--- config.mk ---
export PLATFORM = sky130hd
export DESIGN_NAME = bim_map
export DESIGN_NICKNAME = d
export VERILOG_FILES = /design/src/rtl/bim_pkg.sv /design/src/rtl/bim_map.sv
export SDC_FILE = /design/constraint.sdc
export NUM_CORES = 1
export LEC_CHECK = 0
export BUFFER_PORTS_ARGS = -buffer_cell sky130_fd_sc_hd__buf_2
export CAP_MARGIN = 20
export CORE_MARGIN = 3
export CORE_UTILIZATION = 46
export DETAILED_ROUTE_END_ITERATION = 16
export PLACE_DENSITY = 0.8
export SYNTH_ARGS = -nofsm -noshare
export SYNTH_HDL_FRONTEND = slang
export SYNTH_SLANG_ARGS = --single-unit
--- constraint.sdc ---
create_clock -name clk_i -period 2.24 [get_ports clk_i]
set_clock_uncertainty 0.15 [all_clocks]
set_input_delay 0.448 -clock clk_i [delete_from_list [all_inputs] [get_ports clk_i]]
set_output_delay 0.448 -clock clk_i [all_outputs]
set_load 0.01 [all_outputs]
--- src/rtl/bim_pkg.sv ---
`default_nettype none

package bim_pkg;

  // Depth of the word delay store
  localparam int unsigned DELAY_DEPTH_DEF = 16384;

  // Configuration port
  localparam int unsigned CFG_IDX_W  = 2;
  localparam int unsigned CFG_DATA_W = 4;
  localparam logic [CFG_IDX_W-1:0] REG_CONS = 2'd0;
  localparam logic [CFG_IDX_W-1:0] REG_MODE = 2'd1;
  localparam logic [CFG_IDX_W-1:0] REG_SEG  = 2'd2;

  // Constellation codes; the unused code maps as 64-QAM
  localparam logic [1:0] CONS_QPSK  = 2'd0;
  localparam logic [1:0] CONS_16QAM = 2'd1;
  localparam logic [1:0] CONS_64QAM = 2'd2;

  localparam logic [1:0] MODE_RESET = 2'd3;
  localparam logic [3:0] SEG_RESET  = 4'd13;

  localparam int unsigned WORD_W = 6;
  localparam int unsigned ADJ_W  = 14;
  localparam int unsigned OUT_W  = 16;

  // Stored word: six raw bits, then bits pre-delayed by the base interleave delays.
  localparam int unsigned COPY_N = 13;
  localparam int unsigned COPY_W = 4;
  localparam int unsigned COPY_SRC  [COPY_N] = '{0, 1, 2, 3, 4, 5, 0, 1, 1, 2, 2, 3, 4};
  localparam int unsigned COPY_SKEW [COPY_N] =
    '{0, 0, 0, 0, 0, 0, 120, 80, 96, 40, 72, 48, 24};
  localparam int unsigned SL_LEN = 120;

  // Copy that feeds each index bit, per constellation (element 0 is index bit 0)
  typedef logic [WORD_W-1:0][COPY_W-1:0] sel_row_t;
  localparam sel_row_t SEL_QPSK  = {4'd5, 4'd4,  4'd3,  4'd2,  4'd1, 4'd6};
  localparam sel_row_t SEL_16QAM = {4'd5, 4'd4,  4'd3,  4'd9,  4'd7, 4'd6};
  localparam sel_row_t SEL_64QAM = {4'd5, 4'd12, 4'd11, 4'd10, 4'd8, 4'd6};

  // Q2.14 levels indexed by the Gray magnitude bits
  localparam logic signed [OUT_W-1:0] LVL_QPSK = 16'sd11585;
  localparam logic signed [OUT_W-1:0] LVL_16 [2] = '{16'sd15543, 16'sd5181};
  localparam logic signed [OUT_W-1:0] LVL_64 [4] =
    '{16'sd17697, 16'sd12641, 16'sd2528, 16'sd7584};

  typedef struct packed {
    logic [1:0]        cons;
    logic [ADJ_W-1:0]  adj;
    logic [COPY_N-1:0] sat;
  } cfg_t;

  // Adjustment delay in words: 192 * 2^(mode-1) * segments - 120, clamped at zero
  function automatic logic [ADJ_W-1:0] adj_of(input logic [1:0] mode, input logic [3:0] seg);
    logic [ADJ_W-1:0] prod;
    logic [ADJ_W-1:0] scaled;
    logic [ADJ_W:0]   diff;
    prod = ({10'd0, seg} << 7) + ({10'd0, seg} << 6);
    unique case (mode)
      2'd1:    scaled = prod;
      2'd2:    scaled = prod << 1;
      2'd3:    scaled = prod << 2;
      default: scaled = '0;
    endcase
    diff = {1'b0, scaled} - 15'd120;
    return diff[ADJ_W] ? '0 : diff[ADJ_W-1:0];
  endfunction

  // Copies whose total delay runs past the store take the oldest word instead
  function automatic logic [COPY_N-1:0] sat_of(input logic [ADJ_W-1:0] adj,
                                               input logic [16:0] depth_m1);
    logic [COPY_N-1:0] sat;
    for (int c = 0; c < COPY_N; c++) begin
      sat[c] = ({3'd0, adj} + 17'(COPY_SKEW[c])) > depth_m1;
    end
    return sat;
  endfunction

endpackage

`default_nettype wire

--- src/rtl/bim_map.sv ---
`default_nettype none

module bim_map (
  input  wire logic                               clk_i,
  input  wire logic                               rst_ni,
  input  wire bim_pkg::cfg_t                      cfg_i,
  input  wire logic                               s1_valid_i,
  input  wire logic [bim_pkg::COPY_N-1:0]         word_a_i,
  input  wire logic [bim_pkg::WORD_W-1:0]         word_b_i,
  output logic                                    s1_take_o,
  output logic                                    out_valid_o,
  input  wire logic                               out_ready_i,
  output logic signed [bim_pkg::OUT_W-1:0]        in_phase_o,
  output logic signed [bim_pkg::OUT_W-1:0]        quadrature_o
);

  logic [bim_pkg::COPY_N-1:0]        eff;
  bim_pkg::sel_row_t                 sel;
  logic [bim_pkg::WORD_W-1:0]        idx;
  logic signed [bim_pkg::OUT_W-1:0]  mag_i, mag_q, val_i, val_q;
  logic                              neg_i, neg_q;
  logic                              out_valid_q;
  logic signed [bim_pkg::OUT_W-1:0]  in_phase_q, quadrature_q;

  always_comb begin
    for (int c = 0; c < bim_pkg::COPY_N; c++) begin
      eff[c] = cfg_i.sat[c] ? word_b_i[bim_pkg::COPY_SRC[c]] : word_a_i[c];
    end
    unique case (cfg_i.cons)
      bim_pkg::CONS_QPSK:  sel = bim_pkg::SEL_QPSK;
      bim_pkg::CONS_16QAM: sel = bim_pkg::SEL_16QAM;
      default:             sel = bim_pkg::SEL_64QAM;
    endcase
    for (int b = 0; b < bim_pkg::WORD_W; b++) begin
      idx[b] = eff[sel[b]];
    end
  end

  // Top two index bits give the signs, the rest the Gray magnitude
  always_comb begin
    unique case (cfg_i.cons)
      bim_pkg::CONS_QPSK: begin
        mag_i = bim_pkg::LVL_QPSK;
        mag_q = bim_pkg::LVL_QPSK;
        neg_i = idx[1];
        neg_q = idx[0];
      end
      bim_pkg::CONS_16QAM: begin
        mag_i = bim_pkg::LVL_16[idx[1]];
        mag_q = bim_pkg::LVL_16[idx[0]];
        neg_i = idx[3];
        neg_q = idx[2];
      end
      default: begin
        mag_i = bim_pkg::LVL_64[{idx[3], idx[1]}];
        mag_q = bim_pkg::LVL_64[{idx[2], idx[0]}];
        neg_i = idx[5];
        neg_q = idx[4];
      end
    endcase
    val_i = neg_i ? -mag_i : mag_i;
    val_q = neg_q ? -mag_q : mag_q;
  end

  assign s1_take_o = !out_valid_q || out_ready_i;

  always_ff @(posedge clk_i or negedge rst_ni) begin
    if (!rst_ni) begin
      out_valid_q <= 1'b0;
    end else if (s1_take_o) begin
      out_valid_q <= s1_valid_i;
    end
  end

  always_ff @(posedge clk_i) begin
    if (s1_take_o && s1_valid_i) begin
      in_phase_q   <= val_i;
      quadrature_q <= val_q;
    end
  end

  assign out_valid_o  = out_valid_q;
  assign in_phase_o   = in_phase_q;
  assign quadrature_o = quadrature_q;

endmodule

`default_nettype wire
==> flow_metrics.env, run 1 <==
export IMPL_crit_fanout=3
export IMPL_post_route_period_util_pct=87.6
export IMPL_hpwl_um=2570
export IMPL_postCtsSetupRepairBufs=0
export IMPL_powerDensity_nw_per_um2=684
export IMPL_ctsLongestPathBuffers=2
export IMPL_setup_tns_ns=0
export IMPL_die_area_um2=4670
export IMPL_start_util_pct=48.1
export IMPL_switchingPower_mw=0.411
export IMPL_min_path_cells=2
export IMPL_r2r_end="in_phase_o[6]"
export IMPL_routed_wl_um=3450
export IMPL_portBuffers=67
export IMPL_fin_nets=271
export IMPL_via_count=1283
export IMPL_slew_headroom_pct=73.5
export IMPL_internal_power_mw=1.18
export IMPL_yosysSeqAreaShare_pct=53.5
export IMPL_status="finished, final reports clean"
export IMPL_syn_area_um2=1790
export IMPL_hp_class="input port to flop"
export IMPL_synth_seq_cells=32
export IMPL_wl_per_cell_um=13.1
export IMPL_grt_pass1_wl_um=5350
export IMPL_grt_max_degree=32
export IMPL_pre_cts_ws_ns=-0.0126
export IMPL_crit_arrival_ns=1.85
export IMPL_layout_drive_gt1_share_pct=48.1
export IMPL_fp_dieH_um=68.3
export IMPL_synth_top_cells_by_area="edfxtp_1, mux2i_1, xnor2_1"
export IMPL_drc_errors=0
export IMPL_cap_violations=0
export IMPL_worstHoldStart="s1_valid_i"
export IMPL_power_mw=1.59
export IMPL_wl_met1_um=1520
export IMPL_cts_buffers=5
export IMPL_p_leak_nw=0.996
export IMPL_synth_net_count=194
export IMPL_min_to="out_valid_o"
export IMPL_vdd_ir_drop_worst_v=0.000294
export IMPL_top_layer="met4"
export IMPL_reg2regPathDepth=3
export IMPL_grt_ovfl_total=0
export IMPL_crit_type="input port to flop"
export IMPL_fmax_ghz=0.510
export IMPL_grt_pass1_vias=1193
export IMPL_yosysMostFrequentCell="edfxtp_1"
export IMPL_dr_wl_met3_um=231
export IMPL_floorplan_rows=22
export IMPL_crit_path_max_incr_delay_ns=0.34
export IMPL_netlist_top_cells_count="edfxtp_1, mux2i_1, nand2_1, xnor2_1, a21oi_1"
export IMPL_setup_violations=0
export IMPL_htree_levels=2
export IMPL_sw_frac_of_total_pct=25.8
export IMPL_antenna_found_initial=0
export IMPL_dr_pass1_iters=4
export IMPL_diodes=0
export IMPL_met2_length_um=1670
export IMPL_clkPwrFrac_pct=30.6
export IMPL_die_w_um=68.3
export IMPL_p_seq_share_pct=46.5
export IMPL_synth_area_leader_cell="edfxtp_1"
export IMPL_synth_edf_count=31
export IMPL_cts_sinks=32
export IMPL_insertion_delay_ns=0.28
export IMPL_fillers=308
export IMPL_worst_setup_path_start_kind="input port"
export IMPL_synth_top_area_share_pct=52.1
export IMPL_num_io_pins=86
export IMPL_async_reset_ff_share_pct=3.13
export IMPL_gp_congestion=0.883
export IMPL_avgSynthCellArea_um2=12.9
export IMPL_tightest_slew_ns=0.397
export IMPL_grtUsageTotal_pct=15.9
export IMPL_tritoncts="done"
export IMPL_drtIter0Drc=90
export IMPL_fin_hold_ws_ns=0.217
export IMPL_reg2reg_slack_ns=0.76
export IMPL_fin_crit_ns=1.96
export IMPL_pwr_share_comb_pct=22.9
export IMPL_maxSlewViolCount=0
export IMPL_coreArea_um2=3720
export IMPL_netlist_instances=138
export IMPL_yosysUniqueCellTypes=41
export IMPL_rsz0062_at_grt="no"
export IMPL_required_ns=2.13
export IMPL_yosys_warnings=0
export IMPL_hold_viol=0
export IMPL_clkTransAtPathRegs_ns=0.06
export IMPL_clockRootBuffer="clkbuf_8"
export IMPL_via_per_inst=4.86
export IMPL_path_buf_inv=1
export IMPL_worst_slack_ns=0.279
export IMPL_crit_chain="buf_2, mux2_2, nand2b_2, and3_4, ha_1, nand2b_1, a21oi_1, xnor2_1"
export IMPL_area_delta_synth_final_pct=30.3
export IMPL_cp_end_kind="flop"
export IMPL_synth_ff_type="edfxtp_1"
export IMPL_crit_family="simple AND/OR/NAND/NOR gates"
export IMPL_worst_r2r_startpoint="out_valid_o"
export IMPL_detail_route_antenna_nets=0
export IMPL_cp_slowest_cell="mux2_2"
registers in the layout, summed over array words and instances (netlist names):
signal        count
in_phase_o       15
quadrature_o     16
out_valid_o       1
cells by family after synthesis:
group                    Yosys count  synth area share (%)
XOR/XNOR                          14                  6.86
flip-flops                        32                  53.5
AND/OR/NAND/NOR                   33                  11.1
multiplexers                      16                  10.7
adder cells (fa/ha/maj)            4                  2.80
buffers and inverters             12                  3.50
AO/OA/AOI/OAI                     27                  11.5
worst max-delay path by stage:
stage / start / cells after the start / end
finish: cfg_i[1] / 8 / in_phase_o[13]
global route: cfg_i[1] / 8 / in_phase_o[13]
global placement: cfg_i[1] / 8 / in_phase_o[13]
CTS: cfg_i[1] / 8 / in_phase_o[13]
floorplan: cfg_i[28] / 8 / quadrature_o[10]
detailed placement: cfg_i[1] / 8 / in_phase_o[13]
repair_timing:
action                                 in CTS  in global routing
gates resized for setup                     0                  0
hold buffers                                1                  0
endpoints found under the hold margin       1                  0
cell usage in the layout (no fill, tap or decap), types with 3 or more instances in the layout:
master    synthesis  final
a21oi_1           6      6
buf_4             3      7
nor2_1            3      3
mux2_2            5      5
nand2_1           9      9
nand2b_1          4      4
buf_2             3     67
xor2_1            5      5
and2_1            4      4
edfxtp_1         31     31
ha_1              4      4
nor2b_1           3      3
mux2i_1           9      9
clkbuf_8          0      7
xnor2_1           9      9
o21ai_1           5      5
inv_1             3      3
power groups by stage:
stage | clock network, mW | registers (mW) | logic (mW)
after detailed placement | 0 | 0.753 | 0.364
after floorplan | 0 | 0.784 | 0.208
final | 0.487 | 0.740 | 0.365
after global placement | 0 | 0.753 | 0.354
after global routing | 0.519 | 0.744 | 0.403
after CTS | 0.491 | 0.741 | 0.367
per-layer routing:
metal,up-vias,global-route usage [%]
met2,48,25.9
met4,0,5.96
li1,649,-
met5,-,0
met3,3,5.25
met1,583,19.5
area by class of cell:
type | instances | area [µm²] | share of cell area [%]
sequential | 32 | 956 | 41.1
multi-input combinational | 94 | 768 | 33.0
timing repair buffer | 76 | 418 | 18.0
clock buffer | 8 | 100 | 4.30
tap | 48 | 60.1 | 2.58
inverter | 6 | 25.0 | 1.08
metrics by stage:
stage | util, % | instance area, µm² | cells
floorplan | - | 1790 | 138
global placement | 59.7 | 2220 | 255
detailed placement | 59.7 | 2220 | 255
CTS | 62.6 | 2330 | 264
global route | 62.6 | 2330 | 264
finish | 62.6 | 2330 | 264
Note: power is estimated with default switching activity, not from simulation.
==> run 2: changes to the inputs <==
==> constraint.sdc (replaced) <==
create_clock -name clk_i -period 2.24 [get_ports clk_i]
set_clock_uncertainty 0.15 [all_clocks]
set_input_delay 0.224 -clock clk_i [delete_from_list [all_inputs] [get_ports clk_i]]
set_output_delay 0.224 -clock clk_i [all_outputs]
set_load 0.01 [all_outputs]
==> run 2 against run 1 <==
Compared with the run above:
- first-iteration DRC count shrank 11%
- register-to-register slack gained 0.02 ns
- clock power shrank 9.7%
- sequential power is essentially flat
==> flow_metrics.env, run 2 (synthesized netlist as in run 1, its figures left out) <==
export IMPL_maxSlewViolCount=0
export IMPL_coreArea_um2=3720
export IMPL_worst_slack_ns=0.465
export IMPL_final_cell_mix="buf_2, edfxtp_1, mux2i_1, nand2_1, xnor2_1"
export IMPL_portBuffers=67
export IMPL_gp_congestion=0.802
export IMPL_fmax_ghz=0.563
export IMPL_ctsLongestPathBuffers=2
export IMPL_grt_pass1_vias=1172
export IMPL_crit_path_start="cfg_i[28]"
export IMPL_clockRootBuffer="clkbuf_8"
export IMPL_routed_wl_um=3370
export IMPL_layout_drive_gt1_share_pct=47.0
export IMPL_rsz0062_at_grt="no"
export IMPL_insertion_delay_ns=0.28
export IMPL_crit_chain="buf_2, and2b_4, nand2_1, and3_4, ha_1, xor2_1, a21oi_1"
export IMPL_tightest_slew_ns=0.381
export IMPL_diodes=0
export IMPL_post_route_period_util_pct=79.2
export IMPL_dr_pass1_iters=4
export IMPL_fin_crit_ns=1.77
export IMPL_powerDensity_nw_per_um2=669
export IMPL_p_leak_nw=0.981
export IMPL_pre_cts_ws_ns=0.200
export IMPL_cp_end_kind="flop"
export IMPL_die_area_um2=4670
export IMPL_fillers=324
export IMPL_crit_path_end="in_phase_o[6]"
export IMPL_start_util_pct=48.1
export IMPL_multiInputGateArea_um2=768
export IMPL_regArea_um2=956
export IMPL_drtIter0Drc=80
export IMPL_required_ns=2.11
export IMPL_crit_path_max_incr_delay_ns=0.33
export IMPL_detail_route_antenna_nets=0
export IMPL_reg2reg_slack_ns=0.78
export IMPL_die_w_um=68.3
export IMPL_crit_fanout=15
export IMPL_cts_sinks=32
export IMPL_hold_viol=0
export IMPL_cts_buffers=5
export IMPL_reg2regPathDepth=3
export IMPL_setup_violations=0
export IMPL_worst_setup_path_start_kind="input port"
export IMPL_worst_r2r_startpoint="out_valid_o"
export IMPL_fp_dieH_um=68.3
export IMPL_clkTransAtPathRegs_ns=0.06
export IMPL_floorplan_rows=22
export IMPL_via_count=1288
export IMPL_fin_nets=270
export IMPL_crit_arrival_ns=1.64
export IMPL_drc_errors=0
export IMPL_post_cts_resized=0
export IMPL_grtUsageTotal_pct=16.0
export IMPL_slew_headroom_pct=74.6
export IMPL_grt_pass1_wl_um=5370
export IMPL_antenna_found_initial=0
export IMPL_tritoncts="done"
export IMPL_grt_max_degree=32
export IMPL_hpwl_um=2590
export IMPL_power_mw=1.54
export IMPL_status="finished, final reports clean"
export IMPL_area_delta_synth_final_pct=28.7
export IMPL_largest_reg_flops=16
export IMPL_r2r_end="quadrature_o[11]"
export IMPL_via_per_inst=4.90
export IMPL_num_io_pins=86
export IMPL_vdd_ir_drop_worst_v=0.000357
export IMPL_crit_type="input port to flop"
export IMPL_cp_slowest_cell="and2b_4"
export IMPL_hp_class="input port to asynchronous set/reset pin"
export IMPL_final_common_cell="buf_2"
export IMPL_htree_levels=2
export IMPL_cap_violations=0
export IMPL_grt_ovfl_total=0
export IMPL_setup_tns_ns=0
export IMPL_wl_per_cell_um=12.8
## run 2: worst min-delay path by stage
| stage | endpoint | slack [ns] |
|---|---|---|
| floorplan | out_valid_o | -0.22 |
| global placement | out_valid_o | -0.15 |
| detailed placement | out_valid_o | -0.15 |
| CTS | out_valid_o | 0.09 |
| global route | out_valid_o | 0.09 |
| finish | out_valid_o | 0.1 |
## run 2: cell type report
cell class	count	share of cell area (%)
inverters	6	1.09
multi-input cells	94	33.4
clock buffers	8	3.92
flip-flops and latches	32	41.6
well taps	48	2.61
repair buffers	75	17.4
## run 2: what timing repair did
action / 4_1_cts / 5_1_grt
buffers inserted: 0 / 0
endpoints found under the hold margin: 2 / 0
hold buffers: 2 / 0
## run 2: power breakdown
group,switching [mW],internal [mW]
Clock,0.190,0.250
Combinational,0.192,0.166
Sequential,0.0113,0.731
## run 2: stage by stage
stage	util, %	area [µm²]	hold slack, ns	std cells
after floorplan	-	1790	-0.222	138
after global placement	58.9	2190	-0.151	253
after detailed placement	58.9	2190	-0.150	253
after CTS	61.9	2300	0.0905	263
after global routing	61.9	2300	0.0884	263
final	61.9	2300	0.0964	263
## run 2: worst max-delay path, delay by kind of cell
kind	cells	cell delay, ns
AND/OR/NAND/NOR	3	0.64
adder cells (fa/ha/maj)	1	0.33
AO/OA/AOI/OAI	1	0.08
buffers and inverters	1	0.20
XOR/XNOR	1	0.17
## run 2: per-layer routing
layer	vias to the layer above	routed length, µm	GRT usage, %
met5	-	0	0
li1	647	-	-
met2	43	1700	25.9
met1	596	1440	19.9
met4	0	17	5.96
met3	2	203	5.09
