File: config.mk
export PLATFORM = sky130hd
export DESIGN_NAME = bim_cfg
export DESIGN_NICKNAME = d
export VERILOG_FILES = /design/src/rtl/bim_pkg.sv /design/src/rtl/bim_cfg.sv
export SDC_FILE = /design/constraint.sdc
export NUM_CORES = 1
export LEC_CHECK = 0
export ABC_AREA = 1
export CORE_MARGIN = 2
export CORE_UTILIZATION = 41
export DETAILED_ROUTE_END_ITERATION = 7
export DONT_BUFFER_PORTS = 1
export GPL_TIMING_DRIVEN = 0
export HOLD_SLACK_MARGIN = 0.06
export PLACE_DENSITY = 0.64
export SYNTH_ARGS = -nofsm -noshare
export SYNTH_HDL_FRONTEND = slang
export SYNTH_SLANG_ARGS = --single-unit
File: constraint.sdc
create_clock -name clk_i -period 4.2 [get_ports clk_i]
set_input_delay 0.63 -clock clk_i [delete_from_list [all_inputs] [get_ports clk_i]]
set_output_delay 0.63 -clock clk_i [all_outputs]
set_load 0.005 [all_outputs]
File: src/rtl/bim_pkg.sv
`default_nettype none

package bim_pkg;

  // Depth of the word delay store
  localparam int unsigned DELAY_DEPTH_DEF = 16384;

  // Configuration port
  localparam int unsigned CFG_IDX_W  = 2;
  localparam int unsigned CFG_DATA_W = 4;
  localparam logic [CFG_IDX_W-1:0] REG_CONS = 2'd0;
  localparam logic [CFG_IDX_W-1:0] REG_MODE = 2'd1;
  localparam logic [CFG_IDX_W-1:0] REG_SEG  = 2'd2;

  // Constellation codes; the unused code maps as 64-QAM
  localparam logic [1:0] CONS_QPSK  = 2'd0;
  localparam logic [1:0] CONS_16QAM = 2'd1;
  localparam logic [1:0] CONS_64QAM = 2'd2;

  localparam logic [1:0] MODE_RESET = 2'd3;
  localparam logic [3:0] SEG_RESET  = 4'd13;

  localparam int unsigned WORD_W = 6;
  localparam int unsigned ADJ_W  = 14;
  localparam int unsigned OUT_W  = 16;

  // Stored word: six raw bits, then bits pre-delayed by the base interleave delays.
  localparam int unsigned COPY_N = 13;
  localparam int unsigned COPY_W = 4;
  localparam int unsigned COPY_SRC  [COPY_N] = '{0, 1, 2, 3, 4, 5, 0, 1, 1, 2, 2, 3, 4};
  localparam int unsigned COPY_SKEW [COPY_N] =
    '{0, 0, 0, 0, 0, 0, 120, 80, 96, 40, 72, 48, 24};
  localparam int unsigned SL_LEN = 120;

  // Copy that feeds each index bit, per constellation (element 0 is index bit 0)
  typedef logic [WORD_W-1:0][COPY_W-1:0] sel_row_t;
  localparam sel_row_t SEL_QPSK  = {4'd5, 4'd4,  4'd3,  4'd2,  4'd1, 4'd6};
  localparam sel_row_t SEL_16QAM = {4'd5, 4'd4,  4'd3,  4'd9,  4'd7, 4'd6};
  localparam sel_row_t SEL_64QAM = {4'd5, 4'd12, 4'd11, 4'd10, 4'd8, 4'd6};

  // Q2.14 levels indexed by the Gray magnitude bits
  localparam logic signed [OUT_W-1:0] LVL_QPSK = 16'sd11585;
  localparam logic signed [OUT_W-1:0] LVL_16 [2] = '{16'sd15543, 16'sd5181};
  localparam logic signed [OUT_W-1:0] LVL_64 [4] =
    '{16'sd17697, 16'sd12641, 16'sd2528, 16'sd7584};

  typedef struct packed {
    logic [1:0]        cons;
    logic [ADJ_W-1:0]  adj;
    logic [COPY_N-1:0] sat;
  } cfg_t;

  // Adjustment delay in words: 192 * 2^(mode-1) * segments - 120, clamped at zero
  function automatic logic [ADJ_W-1:0] adj_of(input logic [1:0] mode, input logic [3:0] seg);
    logic [ADJ_W-1:0] prod;
    logic [ADJ_W-1:0] scaled;
    logic [ADJ_W:0]   diff;
    prod = ({10'd0, seg} << 7) + ({10'd0, seg} << 6);
    unique case (mode)
      2'd1:    scaled = prod;
      2'd2:    scaled = prod << 1;
      2'd3:    scaled = prod << 2;
      default: scaled = '0;
    endcase
    diff = {1'b0, scaled} - 15'd120;
    return diff[ADJ_W] ? '0 : diff[ADJ_W-1:0];
  endfunction

  // Copies whose total delay runs past the store take the oldest word instead
  function automatic logic [COPY_N-1:0] sat_of(input logic [ADJ_W-1:0] adj,
                                               input logic [16:0] depth_m1);
    logic [COPY_N-1:0] sat;
    for (int c = 0; c < COPY_N; c++) begin
      sat[c] = ({3'd0, adj} + 17'(COPY_SKEW[c])) > depth_m1;
    end
    return sat;
  endfunction

endpackage

`default_nettype wire

File: src/rtl/bim_cfg.sv
`default_nettype none

module bim_cfg #(
  parameter int unsigned DELAY_DEPTH = bim_pkg::DELAY_DEPTH_DEF
) (
  input  wire logic                             clk_i,
  input  wire logic                             rst_ni,
  input  wire logic                             cfg_valid_i,
  output logic                                  cfg_ready_o,
  input  wire logic [bim_pkg::CFG_IDX_W-1:0]    cfg_index_i,
  input  wire logic [bim_pkg::CFG_DATA_W-1:0]   cfg_data_i,
  output bim_pkg::cfg_t                         cfg_o
);

  localparam logic [16:0] DEPTH_M1 = 17'(DELAY_DEPTH - 1);

  logic [1:0]    mode_q, mode_d;
  logic [3:0]    seg_q, seg_d;
  logic [1:0]    cons_d;
  bim_pkg::cfg_t cfg_q, cfg_d;

  assign cfg_ready_o = 1'b1;

  always_comb begin
    cons_d = cfg_q.cons;
    mode_d = mode_q;
    seg_d  = seg_q;
    if (cfg_valid_i) begin
      unique case (cfg_index_i)
        bim_pkg::REG_CONS: cons_d = cfg_data_i[1:0];
        bim_pkg::REG_MODE: mode_d = cfg_data_i[1:0];
        bim_pkg::REG_SEG:  seg_d  = cfg_data_i[3:0];
        default: ;
      endcase
    end
    cfg_d.cons = cons_d;
    cfg_d.adj  = bim_pkg::adj_of(mode_d, seg_d);
    cfg_d.sat  = bim_pkg::sat_of(cfg_d.adj, DEPTH_M1);
  end

  always_ff @(posedge clk_i or negedge rst_ni) begin
    if (!rst_ni) begin
      mode_q     <= bim_pkg::MODE_RESET;
      seg_q      <= bim_pkg::SEG_RESET;
      cfg_q.cons <= bim_pkg::CONS_QPSK;
      cfg_q.adj  <= bim_pkg::adj_of(bim_pkg::MODE_RESET, bim_pkg::SEG_RESET);
      cfg_q.sat  <= bim_pkg::sat_of(
                      bim_pkg::adj_of(bim_pkg::MODE_RESET, bim_pkg::SEG_RESET), DEPTH_M1);
    end else begin
      mode_q <= mode_d;
      seg_q  <= seg_d;
      cfg_q  <= cfg_d;
    end
  end

  assign cfg_o = cfg_q;

endmodule

`default_nettype wire

==> results of run 1 <==
-- power by group --
group / leakage, nW / internal (mW) / switching [mW]
Clock: 0.0255 / 0.0660 / 0.0626
Combinational: 0.665 / 0.129 / 0.230
Sequential: 0.218 / 0.255 / 0.0243
Total: 0.909 / 0.450 / 0.317
-- state kept, by name (all words and copies together), names as in the netlist --
name and cells:
cfg_o 13, mode_q 2, seg_q 4
-- path summary, 6_finish.rpt --
path / cells after the start / to
worst min-delay path: 0 / seg_q[2]
worst max-delay path: 16 / cfg_o[24]
worst max register to register: 18 / cfg_o[6]
worst min register to register: 2 / mode_q[1]
min in group clk_i: 2 / mode_q[1]
max in group asynchronous: 1 / cfg_o[21]
-- layout make-up --
type / instances / area, um2
Inverter: 28 / 113
Timing Repair Buffer: 1 / 10.0
Sequential cell: 19 / 488
Fill cell: 372 / 1930
Buffer: 18 / 133
Multi-Input combinational cell: 141 / 831
Clock inverter: 1 / 5.00
Tap cell: 48 / 60.1
Clock buffer: 3 / 41.3
-- worst reg2reg max path: cells and delay by family, from the launching register on --
kind          cells  cell delay [ns]
simple gates     12             1.09
flops             1             0.54
buf+inv           4             0.23
fa+ha+maj         2             0.47
-- cells in the mapped netlist, types with 2 or more instances --
| cell type | number |
|---|---|
| buf_4 | 17 |
| conb_1 | 2 |
| dfrtp_1 | 9 |
| dfstp_2 | 10 |
| ha_1 | 5 |
| inv_1 | 17 |
| inv_2 | 8 |
| inv_4 | 3 |
| nand2_1 | 43 |
| nand2_2 | 14 |
| nand2_4 | 5 |
| nand3_1 | 14 |
| nand3_2 | 13 |
| nand4_1 | 8 |
| nor2_1 | 10 |
| nor2_4 | 6 |
| o21ai_0 | 2 |
-- metal layers --
layer / part of all wire / vias up
met5: 0 / -
met4: 0.024 / 0
met3: 0.034 / 5
met2: 0.48 / 27
met1: 0.46 / 488
li1: - / 610
-- through the flow --
step	cell area, um2	total power [mW]
2_1_floorplan	1560	0.590
3_3_place_gp	1620	0.640
3_5_place_dp	1620	0.643
4_1_cts	1680	0.779
5_1_grt	1680	0.848
6_report	1680	0.768
-- repair_timing --
item	in CTS	in global routing
setup endpoints to repair	0	0
hold buffers	1	0
endpoints found under the hold margin	9	0
buffers inserted	0	0
-- logic make-up after synthesis --
family / Yosys count / synth area share
compound gates: 4 / 0.0132
fa+ha+maj: 5 / 0.0414
buf+inv: 46 / 0.162
flops: 19 / 0.323
mux: 1 / 0.00745
other cells: 2 / 0.00497
simple gates: 115 / 0.448
==> summary.txt, run 1 <==
Finish
  • Area Growth Syn to Fin: 11.2%
  • Nets: 226
  • Most common cell after layout, fill and taps aside: nand2_1
  • Most frequent cells in the layout: 43 x nand2_1, 17 x inv_1, 17 x buf_4
  • Diode count: 0
  • Core Util, Final: 0.466
  • Share of cells above drive strength 1: 0.398
  • Final std cells w/o fill: 259

Logic synthesis
  • Sequential-to-total area share from yosys stat: 0.323
  • EDFF count, synth: 0
  • Post-synth top area share: 0.174
  • Seq cells post-synth: 19
  • Main synth FF type: dfstp_2
  • Syn_area_per_cell: 7.87 um2
  • Cell taking the most area after synthesis: dfstp_2
  • Mapped Cells: 192
  • Post-synthesis cell type count: 23
  • Post-Syn Area: 1510 um2
  • Async SR Flop Fraction: 1.00
  • Leading post-synthesis cells by cell area: dfstp_2 17%, dfrtp_1 15%, nand2_1 11%
  • Ys Warns: 0

Placed design
  • Dpl ws: 1.19 ns
  • IO Port Bufs: 0
  • Placed wire-length estimate: slightly below 2000 um
  • # placed instances: 254
  • Final GP Congestion: between 0.7 and 0.8

STA
  • RSZ-0062 raised after global routing: no
  • Final worst setup slack: 1.47 ns
  • Slew Limit Fails: 0
  • Final count of hold timing violations: 0
  • Setup TNS Final: 0 ns
  • Final setup vio count: 0
  • Period minus WS final: 2.73 ns
  • Period Utilization, post-route: 0.649
  • Final Skew: 0.00735 ns
  • Maximum operating frequency: around 370 MHz
  • WHS: 0.202 ns

Clock tree
  • Htree depth: 1
  • Clock tree buffer depth: 2
  • CTS tree: done
  • CTS sink count: 19
  • Root buffer cell: clkbuf_8
  • CTS Buf Count: 3
  • CTS resizes: 0
  • Clock slew at reported path FFs: approximately 0.08 ns
  • Clock Latency Late Sink: approximately 0.26 ns

Drt
  • Detailed Route WL: 2520 um
  • Per-cell routed wire length: 9.73 um
  • Drt drc: 0
  • First-pass iteration count of the detailed router: 4
  • Vias after detailed routing: 1130
  • DRT iter0 DRCs: 63
  • Post-DRT Antenna Nets: 0
  • Vias/cell: 4.36

Worst setup path
  • Setup crit start: cfg_valid_i
  • Crit-path leading delay family: simple AND/OR/NAND/NOR gates
  • Crit path DAT: 2.88 ns
  • CP endpoint kind: flip-flop
  • Critical Path RT: 4.35 ns
  • Worst path bufs/invs: 4
  • CP Max Fanout: 10
  • Crit Path Class: in -> reg
  • R2r setup slk: 1.79 ns
  • Worst setup SP type: input port
  • CP cell instances: buf_2 -> nand3_2 -> o21ai_0 -> inv_1 -> ha_1 -> nand2_1 -> inv_1 -> nand3_2 -> nand2_1 -> nand2_2 -> nand3_1 -> nand3_2 -> nor2_2 -> nand2_1 -> inv_2 -> nor2_1
  • Reg2reg start: seg_q[2]
  • CP max-delay cell: ha_1
  • Critical Path Max Stage Delay: 0.39 ns

Power
  • Leak: 0.909 nW
  • Pwr Density: 457 nW/um2
  • Peak VDD IR: 0.155 mV

Floorplan
  • Die Wd: 64.7 um
  • Die area: 4190 um2
  • IO Count: 39
  • Initial core utilization: 0.419
  • Core box area: roughly 3600 um2
  • Num rows: 22
  • Die Y-Extent: 64.7 um

Global route
  • GRT Overall Usage: 0.144
  • Total grt overflow: 0
  • Largest net degree at the start of global routing: 12
  • First-pass GRT wire length: between 4000 and 5000 um
  • Initial antenna violation count: 0
  • M1 GR Usage: 0.183
  • Layer with the highest usage: met2
  • Met2 usage: 0.240
  • Vias in the first global route: 1100
  • Met3 usage: 0.0243

Run
  • Number of max-cap violations: 0

Run status
  • Outcome: complete, no violations

Min path
  • Tightest Hold Check Type: in -> async
Power figures use the tool's default switching activity.
==> run 2: changes to the inputs <==
==> constraint.sdc (replaced) <==
create_clock -name clk_i -period 2.8 [get_ports clk_i]
set_input_delay 0.42 -clock clk_i [delete_from_list [all_inputs] [get_ports clk_i]]
set_output_delay 0.42 -clock clk_i [all_outputs]
set_load 0.005 [all_outputs]
==> run 2 against run 1 <==
- worst setup slack worse by 1.2 ns
- global-route usage down 0.44 points
- highest routed layer unchanged
- die area unchanged
- combinational power up 50%
- clock-buffer cell count unchanged
- utilization unchanged
- sequential power up 50%
- sequential share of layout area unchanged
==> summary.txt, run 2 (synthesized netlist as in run 1, its figures left out) <==
Run status
  • Outcome: complete, no violations (unchanged)

Drt
  • Vias/cell: 4.34 (was 4.36)
  • First-pass iteration count of the detailed router: 4 (unchanged)
  • Detailed Route WL: 2450 um (was 2520 um)
  • Post-DRT Antenna Nets: 0 (unchanged)
  • DRT iter0 DRCs: 56 (was 63)
  • Vias after detailed routing: 1125 (was 1130)
  • Drt drc: 0 (unchanged)
  • Per-cell routed wire length: 9.46 um (was 9.73 um)

Finish
  • Area Growth Syn to Fin: 11.2% (unchanged)
  • Most frequent cells in the layout: 43 x nand2_1, 17 x inv_1, 17 x buf_4 (unchanged)
  • Largest register FFs: 13 (unchanged)
  • Core Util, Final: 0.466 (unchanged)
  • Share of cells above drive strength 1: 0.398 (unchanged)
  • Diode count: 0 (unchanged)
  • Nets: 226 (unchanged)
  • Most common cell after layout, fill and taps aside: nand2_1 (unchanged)

Min path
  • Tightest Hold Check Type: in -> reg (was in -> async)

Clock tree
  • Clock Latency Late Sink: 0.26 ns (about the same)
  • Root buffer cell: clkbuf_8 (unchanged)
  • Post-CTS Setup Bufs: 0 (unchanged)
  • Clock slew at reported path FFs: 0.08 ns (about the same)
  • CTS sink count: 19 (unchanged)
  • CTS Buf Count: 3 (unchanged)
  • CTS tree: done (unchanged)
  • Htree depth: 1 (unchanged)
  • Clock tree buffer depth: 2 (unchanged)

Global route
  • GRT Overall Usage: 0.140 (was 0.144)
  • Largest net degree at the start of global routing: 20 (was 12)
  • Initial antenna violation count: 0 (unchanged)
  • Total grt overflow: 0 (unchanged)
  • Vias in the first global route: 1086 (was 1100)
  • First-pass GRT wire length: 4600 um (was 4720 um)

Worst setup path
  • Crit path DAT: 2.69 ns (was 2.88 ns)
  • Crit Path Class: in -> reg (unchanged)
  • CP Max Fanout: 10 (unchanged)
  • CP endpoint kind: flip-flop (unchanged)
  • Critical Path RT: 2.98 ns (was 4.35 ns)
  • Worst setup SP type: input port (unchanged)

STA
  • RSZ-0062 raised after global routing: no (unchanged)
  • Final count of hold timing violations: 0 (unchanged)
  • Slew HR: 0.421
  • Maximum operating frequency: 398 MHz
  • Setup TNS Final: 0 ns (unchanged)
  • Period Utilization, post-route: 0.896
  • Period minus WS final: 2.51 ns
  • Final Skew: 0.00718 ns (was 0.00735 ns)
  • Slew Limit Fails: 0 (unchanged)
  • Final setup vio count: 0 (unchanged)
  • Worst Max-Slew Pin Slew: approximately 0.87 ns

Floorplan
  • Core box area: 3610 um2 (unchanged)
  • Die area: 4190 um2 (unchanged)
  • Die Wd: 64.7 um (unchanged)
  • IO Count: 39 (unchanged)
  • Die Y-Extent: 64.7 um (unchanged)
  • Initial core utilization: 0.419 (unchanged)
  • Num rows: 22 (unchanged)

Placed design
  • Placed wire-length estimate: 1970 um (unchanged)
  • IO Port Bufs: 0 (unchanged)
  • Final GP Congestion: 0.760 (unchanged)

Run
  • Number of max-cap violations: 0 (unchanged)

Power
  • Pwr Density: 687 nW/um2 (was 457 nW/um2)
  • Peak VDD IR: 0.232 mV (was 0.155 mV)
  • Leak: 0.909 nW (about the same)
## run 2: cell types whose count changed in the layout (fill, tap and decap cells not counted)
cell,before,now
o21ai_0,2,1
o21ai_1,1,2
## run 2: layer usage
layer | track usage | share of wire | vias to the layer above
li1 | - | - | 611
met1 | 0.179 | 0.48 | 485
met2 | 0.229 | 0.46 | 25
met3 | 0.0243 | 0.034 | 4
met4 | 0.0638 | 0.024 | 0
met5 | 0 | 0 | -
## run 2: worst paths after layout
kind                               startpoint        end  slack, ns  cells past startpoint
worst max register to register       seg_q[2]   cfg_o[6]       0.39                     18
max in group asynchronous              rst_ni  cfg_o[24]       1.55                      1
worst min-delay path            cfg_data_i[0]  cfg_o[27]       0.30                      1
worst max-delay path              cfg_valid_i   cfg_o[6]       0.29                     18
min in group asynchronous              rst_ni   seg_q[1]       0.71                      1
worst min register to register      cfg_o[28]  cfg_o[28]       0.51                      2
## run 2: report_power, final
group | total, mW | leakage (nW) | switching [mW] | internal (mW)
Combinational | 0.540 | 0.665 | 0.346 | 0.194
Clock | 0.194 | 0.0255 | 0.0952 | 0.0991
Sequential | 0.420 | 0.218 | 0.0367 | 0.383
## run 2: final cells by class
| type | instances | area, um2 |
|---|---|---|
| Multi-Input combinational cell | 141 | 831 |
| Timing Repair Buffer | 1 | 10.0 |
| Tap cell | 48 | 60.1 |
| Fill cell | 372 | 1930 |
| Sequential cell | 19 | 488 |
| Clock buffer | 3 | 41.3 |
| Clock inverter | 1 | 5.00 |
| Inverter | 28 | 113 |
| Buffer | 18 | 133 |
## run 2: worst max-delay path, cell delays in order
cell and delay [ns]:
buf_2 0.18, nand3_2 0.20, nand2_1 0.12, nand2_2 0.10, ha_1 0.23, ha_1 0.33, nand3_2 0.10, inv_1 0.06
nor2_4 0.11, ha_1 0.14, inv_1 0.07, nor2_4 0.12, inv_2 0.06, nor2_4 0.11, nand3_1 0.07, nand2_1 0.06
nand2_1 0.07, nor3_2 0.14
## run 2: repair_timing
action                                  CTS  global route
endpoints found under the setup margin    0             8
hold buffers                              1             0
hold endpoints to repair                 19             0
resized for setup                         0             1
## run 2: metrics by stage
step	power [mW]	worst slack [ns]	cells	cell area (um2)	hold WS, ns
6_report	1.15	0.290	259	1680	0.304
2_1_floorplan	0.885	0.241	206	1560	0.124
3_5_place_dp	0.965	0.00152	254	1620	0.125
4_1_cts	1.17	0.272	259	1680	0.302
5_1_grt	1.27	0.0217	259	1680	0.299
3_3_place_gp	0.960	0.0172	254	1620	0.125
==> run 3: changes to the inputs <==
--- a/config.mk
+++ b/config.mk
@@ -6,13 +6,14 @@
 export NUM_CORES = 1
 export LEC_CHECK = 0
 export ABC_AREA = 1
-export CORE_MARGIN = 2
+export CORE_MARGIN = 3
 export CORE_UTILIZATION = 41
 export DETAILED_ROUTE_END_ITERATION = 7
 export DONT_BUFFER_PORTS = 1
 export GPL_TIMING_DRIVEN = 0
 export HOLD_SLACK_MARGIN = 0.06
 export PLACE_DENSITY = 0.64
+export SETUP_SLACK_MARGIN = 0.4
 export SYNTH_ARGS = -nofsm -noshare
 export SYNTH_HDL_FRONTEND = slang
 export SYNTH_SLANG_ARGS = --single-unit
==> run 3 against run 2 <==
- non-clock buffer count grew 4
- wire length rose by 14%
- critical path depth stayed put
- power is 8.6% higher
- die area is 6.3% higher
- clock power hardly changed
- cell area is 8.7% higher
- maximum frequency increased by 12%
- sequential share of layout area is 2.3 points lower
- critical endpoint unchanged
- largest cell class unchanged
- largest power group unchanged
==> summary.txt, run 3 (synthesized netlist as in run 1, its figures left out) <==
Finish
  • Nets: 230 (was 226)
  • Share of cells above drive strength 1: 0.484 (was 0.398)
  • Final-layout fill cell count: 310 (was 372)
  • Largest register FFs: 13 (unchanged)
  • Diode count: 0 (unchanged)
  • Most frequent cells in the layout: 38 x nand2_1, 22 x buf_4, 17 x nand2_2 (was 43 x nand2_1, 17 x inv_1, 17 x buf_4)
  • Final std cells w/o fill: 261 (was 259)
  • Most common cell after layout, fill and taps aside: nand2_1 (unchanged)
  • Area Growth Syn to Fin: 20.9% (was 11.2%)

STA
  • RSZ-0062 raised after global routing: no (unchanged)
  • Period Utilization, post-route: 0.803 (was 0.896)
  • Slew HR: 0.444 (was 0.421)
  • Maximum operating frequency: 445 MHz (was 398 MHz)
  • Slew Limit Fails: 0 (unchanged)
  • Final Skew: 0.00812 ns (was 0.00718 ns)
  • Final count of hold timing violations: 0 (unchanged)
  • Final setup vio count: 0 (unchanged)
  • Period minus WS final: 2.25 ns (was 2.51 ns)
  • Worst Max-Slew Pin Slew: 0.832 ns (was 0.866 ns)
  • Setup TNS Final: 0 ns (unchanged)

Clock tree
  • CTS tree: done (unchanged)
  • Htree depth: 1 (unchanged)
  • CTS sink count: 19 (unchanged)
  • CTS Buf Count: 3 (unchanged)
  • Clock slew at reported path FFs: 0.08 ns (about the same)
  • Clock tree buffer depth: 2 (unchanged)
  • Clock Latency Late Sink: 0.26 ns (about the same)
  • Root buffer cell: clkbuf_8 (unchanged)

Run
  • Number of max-cap violations: 0 (unchanged)

Floorplan
  • Die Wd: 66.7 um (was 64.7 um)
  • Die area: 4450 um2 (was 4190 um2)
  • IO Count: 39 (unchanged)
  • Die Y-Extent: 66.7 um (was 64.7 um)
  • Core box area: 3440 um2 (was 3610 um2)
  • Num rows: 21 (was 22)
  • Initial core utilization: 0.439 (was 0.419)

Worst setup path
  • Critical Path RT: 2.98 ns (about the same)
  • Setup crit start: seg_q[2] (was cfg_valid_i)
  • End of the critical path: cfg_o[6] (unchanged)
  • CP max-delay cell: dfstp_2 (was ha_1)
  • Crit Path Class: reg -> reg (was in -> reg)
  • CP cell instances: nand2_2 -> nand2_4 -> nand2_4 -> nand2_2 -> inv_2 -> ha_4 -> nand3_4 -> inv_2 -> nor2_4 -> ha_4 -> inv_2 -> nor2_4 -> nand3_2 -> nand2_1 -> nand2_2 -> nor2_2 -> nand2_1 -> nor3_2 (was buf_2 -> nand3_2 -> nand2_1 -> nand2_2 -> ha_1 -> ha_1 -> nand3_2 -> inv_1 -> nor2_4 -> ha_1 -> inv_1 -> nor2_4 -> inv_2 -> nor2_4 -> nand3_1 -> nand2_1 -> nand2_1 -> nor3_2)
  • Reg2reg end: cfg_o[6] (unchanged)
  • Crit path DAT: 2.43 ns (was 2.69 ns)
  • Critical Path Max Stage Delay: 0.54 ns (was 0.33 ns)
  • Critical path depth: 18 (unchanged)
  • R2R cell count: 18 (unchanged)
  • Worst path bufs/invs: 3 (was 4)
  • Worst setup SP type: flip-flop (was input port)
  • Reg2reg start: seg_q[2] (unchanged)
  • CP Max Fanout: 3 (was 10)
  • Crit-path leading delay family: simple AND/OR/NAND/NOR gates (unchanged)
  • CP endpoint kind: flip-flop (unchanged)
  • R2r setup slk: 0.55 ns (was 0.39 ns)

Drt
  • Detailed Route WL: 2790 um (was 2450 um)
  • DRT iter0 DRCs: 29 (was 56)
  • First-pass iteration count of the detailed router: 4 (unchanged)
  • Drt drc: 0 (unchanged)
  • Vias/cell: 4.51 (was 4.34)
  • Post-DRT Antenna Nets: 0 (unchanged)
  • Per-cell routed wire length: 10.7 um (was 9.46 um)
  • Vias after detailed routing: 1176 (was 1125)

Run status
  • Outcome: complete, no violations (unchanged)

Global route
  • Largest net degree at the start of global routing: 20 (unchanged)
  • Vias in the first global route: 1039 (was 1086)
  • First-pass GRT wire length: 4490 um (was 4600 um)
  • GRT Overall Usage: 0.130 (was 0.140)
  • Total grt overflow: 0 (unchanged)
  • Initial antenna violation count: 0 (unchanged)

Power
  • Leak: 0.933 nW (was 0.909 nW)
  • Pwr Density: 686 nW/um2 (was 687 nW/um2)
  • Peak VDD IR: 0.206 mV (was 0.232 mV)

Placed design
  • IO Port Bufs: 0 (unchanged)
  • Placed wire-length estimate: 2060 um (was 1970 um)
  • # placed instances: 252 (was 254)
  • Final GP Congestion: 0.782 (was 0.760)

Min path
  • Tightest Hold Check Type: in -> reg (unchanged)
==> run 3: cell count changes in the layout (fill, tap and decap cells not counted), moves of 4 or more <==
cell / previous run / this run
ha_1: 5 / 1
ha_4: 0 / 4
buf_4: 17 / 22
inv_1: 17 / 13
nand2_1: 43 / 38
==> run 3: power by group <==
| part | switching, mW | total, mW | internal (mW) |
|---|---|---|---|
| Sequential | 0.0352 | 0.418 | 0.383 |
| Clock | 0.0933 | 0.192 | 0.0990 |
| Combinational | 0.399 | 0.643 | 0.244 |
| Total | 0.527 | 1.25 | 0.726 |
==> run 3: metal layers <==
| layer | track usage | up-vias | wire length (um) |
|---|---|---|---|
| met2 | 0.205 | 29 | 1350 |
| met1 | 0.175 | 527 | 1290 |
| li1 | - | 618 | - |
| met3 | 0.0202 | 2 | 123 |
| met5 | 0 | - | 0 |
| met4 | 0.0533 | 0 | 15 |
==> run 3: how the worst min path moves through the flow <==
| stage | cells after the start | to | slack (ns) | startpoint |
|---|---|---|---|---|
| after floorplan | 0 | cfg_o[19] | 0.12 | rst_ni |
| after global placement | 0 | cfg_o[24] | 0.12 | rst_ni |
| after detailed placement | 0 | cfg_o[24] | 0.12 | rst_ni |
| after CTS | 1 | cfg_o[27] | 0.31 | cfg_data_i[0] |
| after global routing | 1 | cfg_o[27] | 0.31 | cfg_data_i[0] |
| final | 1 | cfg_o[27] | 0.31 | cfg_data_i[0] |
==> run 3: cell type report <==
cell class	count	area, um2	area share
clock inverter	1	5.00	0.00274
multi-input combinational	141	945	0.517
buffer	18	135	0.0740
inverter	28	115	0.0630
tap	46	57.6	0.0315
sequential	19	488	0.267
clock buffer	3	41.3	0.0226
timing repair buffer	5	40.0	0.0219
==> run 3: what timing repair did <==
action | CTS | global route
pin swaps | 0 | 10
endpoints found under the setup margin | 6 | 9
endpoints found under the hold margin | 19 | 0
gates resized for setup | 1 | 23
setup buffers | 0 | 4
hold buffers | 1 | 0
==> run 3: stage by stage <==
stage / setup WS [ns] / instance area (um2) / utilization / hold slack [ns] / total power [mW]
3_5_place_dp: 0.0951 / 1640 / 0.478 / 0.125 / 0.976
5_1_grt: 0.370 / 1830 / 0.531 / 0.307 / 1.37
6_report: 0.552 / 1830 / 0.531 / 0.307 / 1.25
2_1_floorplan: 0.407 / 1590 / - / 0.124 / 0.892
3_3_place_gp: 0.113 / 1640 / 0.478 / 0.125 / 0.971
4_1_cts: 0.426 / 1700 / 0.494 / 0.311 / 1.17
